===== src/hdl/mck_pkg.sv =====
// shared types, constants and code rom for the morse character keyer
package mck_pkg;

  localparam int CodeW = 16;

  localparam logic [7:0] FirstCode = 8'h20;
  localparam logic [7:0] LastCode  = 8'h5A;
  localparam logic [7:0] LowerA    = 8'h61;
  localparam logic [7:0] LowerZ    = 8'h7A;
  localparam logic [7:0] CaseFold  = 8'h20;

  localparam logic [1:0] SymEnd  = 2'b00;
  localparam logic [1:0] SymDot  = 2'b01;
  localparam logic [1:0] SymDash = 2'b11;

  localparam logic [2:0] DotUnits  = 3'd1;
  localparam logic [2:0] DashUnits = 3'd3;
  localparam logic [2:0] TailUnits = 3'd3;
  localparam logic [2:0] EmptyUnits = 3'd4;

  typedef logic [CodeW-1:0] code_t;

  typedef struct packed {
    logic  valid;
    code_t code;
  } mck_word_t;

  function automatic code_t code_rom(input logic [5:0] idx);
    code_t w;
    case (idx)
      6'd1:  w = 16'hDDF0;
      6'd2:  w = 16'h75D0;
      6'd4:  w = 16'h575C;
      6'd6:  w = 16'h7540;
      6'd7:  w = 16'h7FD0;
      6'd8:  w = 16'hDF40;
      6'd9:  w = 16'hDF70;
      6'd11: w = 16'h7740;
      6'd12: w = 16'hF5F0;
      6'd13: w = 16'hD570;
      6'd14: w = 16'h7770;
      6'd15: w = 16'hD740;
      6'd16: w = 16'hFFC0;
      6'd17: w = 16'h7FC0;
      6'd18: w = 16'h5FC0;
      6'd19: w = 16'h57C0;
      6'd20: w = 16'h55C0;
      6'd21: w = 16'h5540;
      6'd22: w = 16'hD540;
      6'd23: w = 16'hF540;
      6'd24: w = 16'hFD40;
      6'd25: w = 16'hFF40;
      6'd26: w = 16'hFD50;
      6'd27: w = 16'hDDD0;
      6'd29: w = 16'hD5C0;
      6'd31: w = 16'h5F50;
      6'd32: w = 16'h7DD0;
      6'd33: w = 16'h7000;
      6'd34: w = 16'hD500;
      6'd35: w = 16'hDD00;
      6'd36: w = 16'hD400;
      6'd37: w = 16'h4000;
      6'd38: w = 16'h5D00;
      6'd39: w = 16'hF400;
      6'd40: w = 16'h5500;
      6'd41: w = 16'h5000;
      6'd42: w = 16'h7F00;
      6'd43: w = 16'hDC00;
      6'd44: w = 16'h7500;
      6'd45: w = 16'hF000;
      6'd46: w = 16'hD000;
      6'd47: w = 16'hFC00;
      6'd48: w = 16'h7D00;
      6'd49: w = 16'hF700;
      6'd50: w = 16'h7400;
      6'd51: w = 16'h5400;
      6'd52: w = 16'hC000;
      6'd53: w = 16'h5C00;
      6'd54: w = 16'h5700;
      6'd55: w = 16'h7C00;
      6'd56: w = 16'hD700;
      6'd57: w = 16'hDF00;
      6'd58: w = 16'hF500;
      default: w = '0;
    endcase
    return w;
  endfunction

endpackage


===== src/hdl/mck_encoder.sv =====
// input stage: case folding, range check and code rom lookup into a holding register
module mck_encoder (
  input  logic             clk,
  input  logic             rst_n,
  input  logic             in_valid,
  output logic             in_stall,
  input  logic [7:0]       in_character,
  input  logic             take,
  output mck_pkg::mck_word_t word
);

  logic              valid_r, valid_nxt;
  mck_pkg::code_t    code_r, code_nxt;
  logic [7:0]        folded;
  logic [5:0]        offset;
  logic              in_range;
  logic              accept;

  always_comb begin
    folded = in_character;
    if (in_character >= mck_pkg::LowerA && in_character <= mck_pkg::LowerZ) begin
      folded = in_character - mck_pkg::CaseFold;
    end
    in_range = (folded >= mck_pkg::FirstCode) && (folded <= mck_pkg::LastCode);
    offset   = folded[5:0] - mck_pkg::FirstCode[5:0];
  end

  assign in_stall = valid_r & ~take;
  assign accept   = in_valid & ~in_stall;

  always_comb begin
    valid_nxt = valid_r;
    code_nxt  = code_r;
    if (take) begin
      valid_nxt = 1'b0;
    end
    if (accept && in_range) begin
      valid_nxt = 1'b1;
      code_nxt  = mck_pkg::code_rom(offset);
    end
  end

  always_ff @(posedge clk) begin
    if (!rst_n) begin
      valid_r <= 1'b0;
    end else begin
      valid_r <= valid_nxt;
    end
    code_r <= code_nxt;
  end

  assign word.valid = valid_r;
  assign word.code  = code_r;

endmodule


===== src/hdl/mck_sequencer.sv =====
// unit sequencer: shifts the code word out two bits per symbol, one time unit per cycle unless out_stall holds it
module mck_sequencer (
  input  logic               clk,
  input  logic               rst_n,
  input  mck_pkg::mck_word_t word,
  output logic               take,
  output logic               out_valid,
  input  logic               out_stall,
  output logic               out_light_on,
  output logic               out_last_unit
);

  localparam logic [1:0] PhIdle = 2'd0;
  localparam logic [1:0] PhOn   = 2'd1;
  localparam logic [1:0] PhGap  = 2'd2;
  localparam logic [1:0] PhTail = 2'd3;

  logic [1:0]     phase_r, phase_nxt;
  mck_pkg::code_t shift_r, shift_nxt;
  logic [2:0]     cnt_r, cnt_nxt;
  logic           out_valid_r, out_valid_nxt;
  logic           light_r, light_nxt;
  logic           last_r, last_nxt;
  logic           adv;
  logic           emit;
  logic           level;
  logic           fin;
  logic           do_load;
  mck_pkg::code_t shifted;

  assign adv     = ~out_valid_r | ~out_stall;
  assign shifted = {shift_r[mck_pkg::CodeW-3:0], mck_pkg::SymEnd};

  always_comb begin
    phase_nxt = phase_r;
    shift_nxt = shift_r;
    cnt_nxt   = cnt_r;
    emit      = 1'b0;
    level     = 1'b0;
    fin       = 1'b0;
    do_load   = 1'b0;
    if (adv) begin
      unique case (phase_r)
        PhIdle: begin
          do_load = word.valid;
          if (!word.valid) begin
            phase_nxt = PhIdle;
          end
        end
        PhOn: begin
          emit    = 1'b1;
          level   = 1'b1;
          cnt_nxt = cnt_r - 3'd1;
          if (cnt_r == 3'd1) begin
            phase_nxt = PhGap;
          end
        end
        PhGap: begin
          emit = 1'b1;
          if (shifted[mck_pkg::CodeW-1 -: 2] != mck_pkg::SymEnd) begin
            phase_nxt = PhOn;
            shift_nxt = shifted;
            cnt_nxt   = (shifted[mck_pkg::CodeW-1 -: 2] == mck_pkg::SymDash) ?
                        mck_pkg::DashUnits : mck_pkg::DotUnits;
          end else begin
            phase_nxt = PhTail;
            shift_nxt = '0;
            cnt_nxt   = mck_pkg::TailUnits;
          end
        end
        PhTail: begin
          emit    = 1'b1;
          cnt_nxt = cnt_r - 3'd1;
          if (cnt_r == 3'd1) begin
            fin       = 1'b1;
            phase_nxt = PhIdle;
            do_load   = word.valid;
          end
        end
        default: phase_nxt = PhIdle;
      endcase
    end
    if (do_load) begin
      if (word.code[mck_pkg::CodeW-1 -: 2] == mck_pkg::SymEnd) begin
        phase_nxt = PhTail;
        shift_nxt = '0;
        cnt_nxt   = mck_pkg::EmptyUnits;
      end else begin
        phase_nxt = PhOn;
        shift_nxt = word.code;
        cnt_nxt   = (word.code[mck_pkg::CodeW-1 -: 2] == mck_pkg::SymDash) ?
                    mck_pkg::DashUnits : mck_pkg::DotUnits;
      end
    end
  end

  assign take = do_load;

  always_comb begin
    out_valid_nxt = out_valid_r;
    light_nxt     = light_r;
    last_nxt      = last_r;
    if (adv) begin
      out_valid_nxt = emit;
      if (emit) begin
        light_nxt = level;
        last_nxt  = fin;
      end
    end
  end

  always_ff @(posedge clk) begin
    if (!rst_n) begin
      phase_r     <= PhIdle;
      cnt_r       <= '0;
      shift_r     <= '0;
      out_valid_r <= 1'b0;
    end else begin
      phase_r     <= phase_nxt;
      cnt_r       <= cnt_nxt;
      shift_r     <= shift_nxt;
      out_valid_r <= out_valid_nxt;
    end
    light_r <= light_nxt;
    last_r  <= last_nxt;
  end

  assign out_valid     = out_valid_r;
  assign out_light_on  = light_r;
  assign out_last_unit = last_r;

endmodule


===== src/hdl/morse_character_keyer.sv =====
// top level of the morse character keyer
// Each accepted word is one ASCII character; the block sends it as Morse code,
// one result word per time unit: a dot is 1 unit on, a dash 3 units on, each
// symbol is followed by 1 unit off and each character by 3 more units off.
// Lowercase is folded to uppercase; codes outside space..'Z' and 128..255 are
// dropped and give no result. Characters without a code give 4 units off.
// out_last_unit marks the final unit of a character. A character has 4 to 23
// units, and the sequencer gives one unit per cycle unless out_stall holds the
// output; when it was idle, a load step without a result comes first. The next
// character waits in the input register and follows without a gap.
module morse_character_keyer (
  input  logic       clk,
  input  logic       rst_n,
  input  logic       in_valid,
  output logic       in_stall,
  input  logic [7:0] in_character,
  output logic       out_valid,
  input  logic       out_stall,
  output logic       out_light_on,
  output logic       out_last_unit
);

  mck_pkg::mck_word_t word;
  logic               take;

  mck_encoder u_encoder (
    .clk          (clk),
    .rst_n        (rst_n),
    .in_valid     (in_valid),
    .in_stall     (in_stall),
    .in_character (in_character),
    .take         (take),
    .word         (word)
  );

  mck_sequencer u_sequencer (
    .clk           (clk),
    .rst_n         (rst_n),
    .word          (word),
    .take          (take),
    .out_valid     (out_valid),
    .out_stall     (out_stall),
    .out_light_on  (out_light_on),
    .out_last_unit (out_last_unit)
  );

endmodule

===== config.mk =====
export PLATFORM = sky130hd
export DESIGN_NAME = morse_character_keyer
export DESIGN_NICKNAME = d
export VERILOG_FILES = /design/src/hdl/mck_pkg.sv /design/src/hdl/mck_encoder.sv /design/src/hdl/mck_sequencer.sv /design/src/hdl/morse_character_keyer.sv
export SDC_FILE = /design/constraint.sdc
export NUM_CORES = 1
export LEC_CHECK = 0
export BUFFER_PORTS_ARGS = -buffer_cell sky130_fd_sc_hd__buf_2
export CAP_MARGIN = 20
export CORE_MARGIN = 5
export CORE_UTILIZATION = 60
export CTS_CLUSTER_DIAMETER = 200
export CTS_CLUSTER_SIZE = 30
export DETAILED_ROUTE_END_ITERATION = 8
export HOLD_SLACK_MARGIN = 0.02
export PLACE_DENSITY_LB_ADDON = 0.3
export SYNTH_ARGS = -nofsm -noshare
export SYNTH_HDL_FRONTEND = slang
export SYNTH_SLANG_ARGS = --single-unit

===== constraint.sdc =====
create_clock -name clk -period 3.74 [get_ports clk]
set_clock_uncertainty 0.05 [all_clocks]
set_input_delay 0.374 -clock clk [delete_from_list [all_inputs] [get_ports clk]]
set_output_delay 0.374 -clock clk [all_outputs]
set_load 0.05 [all_outputs]

* Word level (Yosys, flattened, before mapping)
Memory sizes are Yosys's and may differ from the RTL's. A register that Yosys moved wholly into a read port is not among the register bits.
Index checks and enable logic that the tools add are counted.
** Cells by class
- Bitwise operators :: 7
- $lt $le $gt $ge :: 4
- Eq/ne operators :: 9
- Muxes and demuxes :: 30
- Reduce and logical (&&, ||, !) cells :: 16
- Add/subtract/negate cells :: 3
** Operators with widths (number)
- $mux 14 :: 5
- $mux 2 :: 9
- $le 8x7->1 const B :: 2
- $mux 3 :: 4
- $eq 2x2->1 const B :: 4
- $ge 8x6->1 const B :: 1
- $ge 8x7->1 const B :: 1
- $mux 1 :: 8
- $mux 8 :: 1
- $pmux 2 s4 :: 1
- $reduce_bool 2->1 :: 4
- $sub 8x6->8 const B :: 1
- $ne 3x2->1 const B :: 2
- $pmux 3 s2 :: 1
- $reduce_and 2->1 :: 3
- $sub 6x6->6 const B :: 1
- $logic_not 2->1 :: 2
- $not 1->1 :: 4
- $reduce_and 4->1 :: 1
- $eq 3x1->1 const B :: 1
- $logic_and 1x1->1 :: 3
- $ne 3x3->1 const B :: 1
- $reduce_bool 3->1 :: 1
- $reduce_or 3->1 :: 1
- other kinds (6) :: 7
** Storage, ports and cells
- Word-level logic and storage cells :: 78
- Memories kept :: 1
- Input bits :: 12
- Output and inout bits :: 4
- Flip-flop bits (word level) :: 39
- ROM bits :: 896
** Memory list
- (no name shown) :: depth 64, bits a word 14, rd ports 1, clocked after memory_dff 1, wr ports 0, line mck_pkg.sv:30 : case (idx)

* Longest topological paths before layout
- Word-level depth :: 10
- Gate-level depth with buffers :: 9
- Gate-level depth less buffers :: 7

* Hierarchy
Synthesis repeated with hierarchy kept, for this count alone.
** Unflattened totals
- Cells, all modules :: 319
- Area total of the unflattened synthesis :: 2667.6 sq um
** Modules (own cells, without submodules)
- mck_encoder :: area each 1411.4 sq um, cells an instance 171, sequential area each 410.4 sq um, times used 1
- mck_sequencer :: area each 1256.2 sq um, cells an instance 148, sequential area each 460.4 sq um, times used 1

* Worst setup path before layout
OpenSTA, ideal clock, no wires.
- Path kind :: register -> register
- Start :: register u_sequencer.phase_r[0]
- End :: register u_encoder.code_r[10], enable pin
- Setup slack :: 658 ps
- Library setup time :: 400 ps
- Cell stages (with the launch flop) :: 7
- Buffers on the path :: 0
- Period minus slack after synthesis :: 3082 ps
- Data required time :: 3290 ps
- Arrival :: 2632 ps
- Cell sequence :: dfxtp_1 > inv_1 > ha_1 > nand2b_1 > a221oi_2 > nor2b_1 > nor3_1
** Between the ends
- Word-level cells in the longest chain between the ends :: 8
- Elaborated cells on any way between the ends :: 9
- Classes of those cells :: eq/ne: 1; mux: 2; bitwise: 4; reduce/logical: 2
** Ends and longest elaborated chain
- start: declaration :: line mck_sequencer.sv:18 : logic [1:0] phase_r, phase_nxt;
- start signal: assignment :: line mck_sequencer.sv:114 : phase_r <= PhIdle;
- start signal: assignment :: line mck_sequencer.sv:119 : phase_r <= phase_nxt;
- $eq 2x2->1 / $logic_not 2->1 (equally long branches) :: line mck_sequencer.sv:43 : unique case (phase_r)
- $pmux 1 s2 (*) :: line mck_sequencer.sv:43
- $mux 1 (*) :: line mck_sequencer.sv:42 : if (adv) begin
- $not 1->1 (*) :: line mck_encoder.sv:28 : assign in_stall = valid_r & ~take;
- $and 1x1->1 (*) :: line mck_encoder.sv:28
- named net in_stall :: line morse_character_keyer.sv:15 : output logic in_stall,
- $not 1->1 (*) :: line mck_encoder.sv:29 : assign accept = in_valid & ~in_stall;
- $and 1x1->1 (*) :: line mck_encoder.sv:29
- $logic_and 1x1->1 (*) :: line mck_encoder.sv:37 : if (accept && in_range) begin
- end: declaration :: line mck_encoder.sv:13 : mck_pkg::code_t code_r, code_nxt;
The timed path passes the listed nets; every way through them passes the cells marked *.
A chain may end at the register's enable or synchronous reset.

* Worst setup path after layout
- Start :: register u_sequencer.phase_r[0]
- End :: output in_stall
** Between the ends
- Word-level cells in the longest chain between the ends :: 5
- Elaborated cells on any way between the ends :: 6
- Classes of those cells :: eq/ne: 1; mux: 2; bitwise: 2; reduce/logical: 1
** Ends and longest elaborated chain (line)
- $eq 2x2->1 / $logic_not 2->1 (equally long branches) :: mck_sequencer.sv:43
- $pmux 1 s2 (*) :: mck_sequencer.sv:43
- $mux 1 (*) :: mck_sequencer.sv:42
- $not 1->1 (*) :: mck_encoder.sv:28
- $and 1x1->1 (*) :: mck_encoder.sv:28
- end: declaration :: morse_character_keyer.sv:15
Every way passes the cells marked *; elsewhere a longest branch is shown, timed or not.

==> results.md <==
- Critical path's largest stage delay: 420 ps
- Setup TNS: 0 ps
- Syn nets: 306
- Port Buffers: 15
- Remaining global-route overflow: 0
- First-pass iteration count of the detailed router: 5
- Full die area: 5370 um^2
- Max Root-Sink Buffers: 2
- Critical Path RT: 3320 ps
- Routed vias: 2131
- Hold Crit Depth: 4
- Fin crit share: 68.3%
- Sw frac: 37.8%
- VDD IR max: 206 uV
- Global-route wire length before repair: 9030 um
- Post-CTS Setup Repair Bufs: 0
- Leak pwr: 1.03 nW
- Max_cap viols: 0
- Initial antenna violation count: 0
- Layout net count: 311
- # DRC: 0
- Finished Cell Area: 2570 um^2
- Fin. Hold Viols: 0
- Worst r2r src: u_sequencer.phase_r[0]
- Worst R2R Path Depth: 7
- CTS Root Cell: clkbuf_8
- Post-DP HPWL: 3800 um
- Fin worst setup slack: 1190 ps
- Cell count after synthesis: 279
- Placed cell area: 2460 um^2
- Worst slew margin: 55.4%
- Number of I/O pins: 16
- Type of the most critical hold path: in2reg
- Sequential share of the synthesized area: 33.7%
- Post-Route WL: 5370 um
- Cell Area, Synth: 2400 um^2
- Worst slew pin tran: 664 ps
- H-tree depth: 2
- Share of layout cells above drive strength 1: 10.9%
- Critical Path Source: u_sequencer.phase_r[0]
- # clock sinks: 33
- Clk network pwr share: 22.7%
- PwrDens: 554 nW/um^2
- Antenna diode count: 0
- P_sw: 539 uW
- Comb power frac: 39.7%
- Avg WL per Cell: 16.0 um
- Asr flop ratio synth: 0%
- #FFs+latches synth: 33
- Rows: 23
- CTS Buf Count: 5
- Internal: 886 uW
- Drt initial violations: 204
- Worst-path maximum fanout: 7
- F_max: 0.392 GHz
- Via-to-Cell Ratio: 6.36
- Crit path launch type: flop
- Pre-CTS setup slack: 1200 ps
- Gpl congestion: 0.985
- CTS tree: done
- Endpoints failing setup: 0
- Die Y-Extent: 73.3 um
- Synth-to-layout area growth: 6.82%
- FF+latch area: 811 um^2
- Worst setup EP type: output port
- Multi-input gate area: 1440 um^2
- Count of different cell masters after synthesis: 56
- Remaining antenna violation count: 0
- CP Cell Sequence: inv_1 > ha_1 > nand2b_1 > a221oi_2 > nor2b_1 > buf_2
- Post-cts resize count: 0
- Slowest-stage cell, CP: a221oi_2
- Vias in the first global route: 1899
- Largest net degree at the start of global routing: 34
- Flop pwr share: 37.6%
- CP Data Arrival Time: 2130 ps
- Number of synthesis warnings: 0
- WS Path Type: reg2out
- Ys flop type: dfxtp_1
- Core ar.: 3940 um^2
- EDFF count, synth: 15
- RSZ-0062 raised after global routing: false
- Post-layout min period: 2550 ps
- Initial Util: 61.0%
- Max Slew Vio Count: 0
- CTS Hold Bufs: 0
- Clk_lat worst skew: 290 ps
- All-Layer GR Usage: 21.4%
- Chip width: 73.3 um
- Filler cells: 329
- Clock-pin slew on the worst setup and hold paths: 60 ps
- Hold wc startpoint: in_character[7]
- Syn_area_per_cell: 8.62 um^2
- Status: finished, final reports clean
-- per-layer routing --
| metal | GRT usage [%] | wire length (um) |
|---|---|---|
| met1 | 26.8 | 2300 |
| met2 | 35.9 | 2690 |
| met3 | 4.10 | 276 |
| met4 | 9.05 | 95 |
| met5 | 0 | 0 |
-- path summary, 6_finish.rpt --
check / end / slack [ps]
max: in_stall / 1190
min: u_encoder.valid_r / 390
max reg2reg: u_encoder.code_r[5] / 1310
min reg2reg: u_sequencer.shift_r[13] / 460
-- state kept, by name (all words and copies together), names as in the netlist --
name / count
u_sequencer.shift_r: 11
u_sequencer.out_light_on: 1
u_sequencer.out_valid: 1
u_encoder.valid_r: 1
u_sequencer.phase_r: 2
u_sequencer.out_last_unit: 1
u_sequencer.cnt_r: 3
u_encoder.code_r: 13
-- critical path: cells and delay by family (launching register included) --
kind	cells	cell delay, ps
buf+inv	2	350
fa+ha+maj	1	350
simple gates	2	340
flops	1	380
compound gates	1	420
-- cell families after synthesis --
group,after synthesis,synth area share [%]
AO/OA/AOI/OAI,103,29.2
adder cells (fa/ha/maj),15,7.80
buffers and inverters,35,6.29
flip-flops,33,33.7
multiplexers,11,6.19
AND/OR/NAND/NOR,82,16.8
-- placed cells by master (no fill, tap or decap), drive strengths merged, types with 4 or more instances in the layout --
cell and count:
a21boi 4, nand2b 7, nor2b 8, o211ai 5
o21ai 31, clkbuf 6, nor3 5, inv 16
a221oi 9, nand3 5, mux2i 7, buf 16
edfxtp 15, dfxtp 18, ha 15, nand2 20
nor2 26, a21oi 17
-- layout make-up --
cell class	instances	area share, %
Inverter	17	2.48
Clock inverter	2	1.32
Sequential cell	33	31.6
Clock buffer	6	2.83
Timing Repair Buffer	16	3.21
Tap cell	50	2.44
Multi-Input combinational cell	211	56.2
-- power groups by stage --
stage                     Combinational (mW)  Clock (mW)  Sequential [mW]
after global routing                   0.630       0.342            0.548
after floorplan                        0.396           0            0.575
final                                  0.565       0.324            0.536
after detailed placement               0.553           0            0.542
after global placement                 0.544           0            0.538
after CTS                              0.560       0.325            0.535
-- Yosys cell counts (2+ instances only) --
master	n	share of area, %
a211o_1	2	0.73
a211oi_1	3	0.94
a21boi_0	3	0.94
a21o_1	3	0.94
a21oi_1	17	3.5
a221oi_1	8	2.9
a22oi_1	3	0.94
a31oi_1	3	0.78
buf_4	3	0.94
clkbuf_1	12	1.9
dfxtp_1	18	15
edfxtp_1	15	19
ha_1	15	7.8
inv_1	16	2.5
mux2i_1	7	2.9
mux4_2	3	2.8
nand2_1	20	3.1
nand2b_1	7	1.8
nand3_1	5	1.0
nand3b_1	3	0.94
nand4_1	2	0.52
nor2_1	26	4.1
nor2b_1	8	2.1
nor3_1	4	0.83
o211a_1	2	0.83
o211ai_1	5	1.6
o21a_1	2	0.62
o21ai_0	28	5.8
o21ai_1	3	0.62
o22ai_1	3	0.78
o2bb2ai_1	2	0.73
o31a_1	3	1.1
o31ai_1	2	0.62
-- stage by stage --
| stage | std cells | utilization (%) | total power [mW] | hold WS [ps] |
|---|---|---|---|---|
| CTS | 335 | 65.2 | 1.42 | 382 |
| finish | 335 | 65.2 | 1.42 | 388 |
| global route | 335 | 65.2 | 1.52 | 421 |
| global placement | 327 | 62.5 | 1.08 | 438 |
| detailed placement | 327 | 62.5 | 1.09 | 445 |
| floorplan | 279 | - | 0.971 | 417 |
Note: power is estimated with default switching activity, not from simulation.
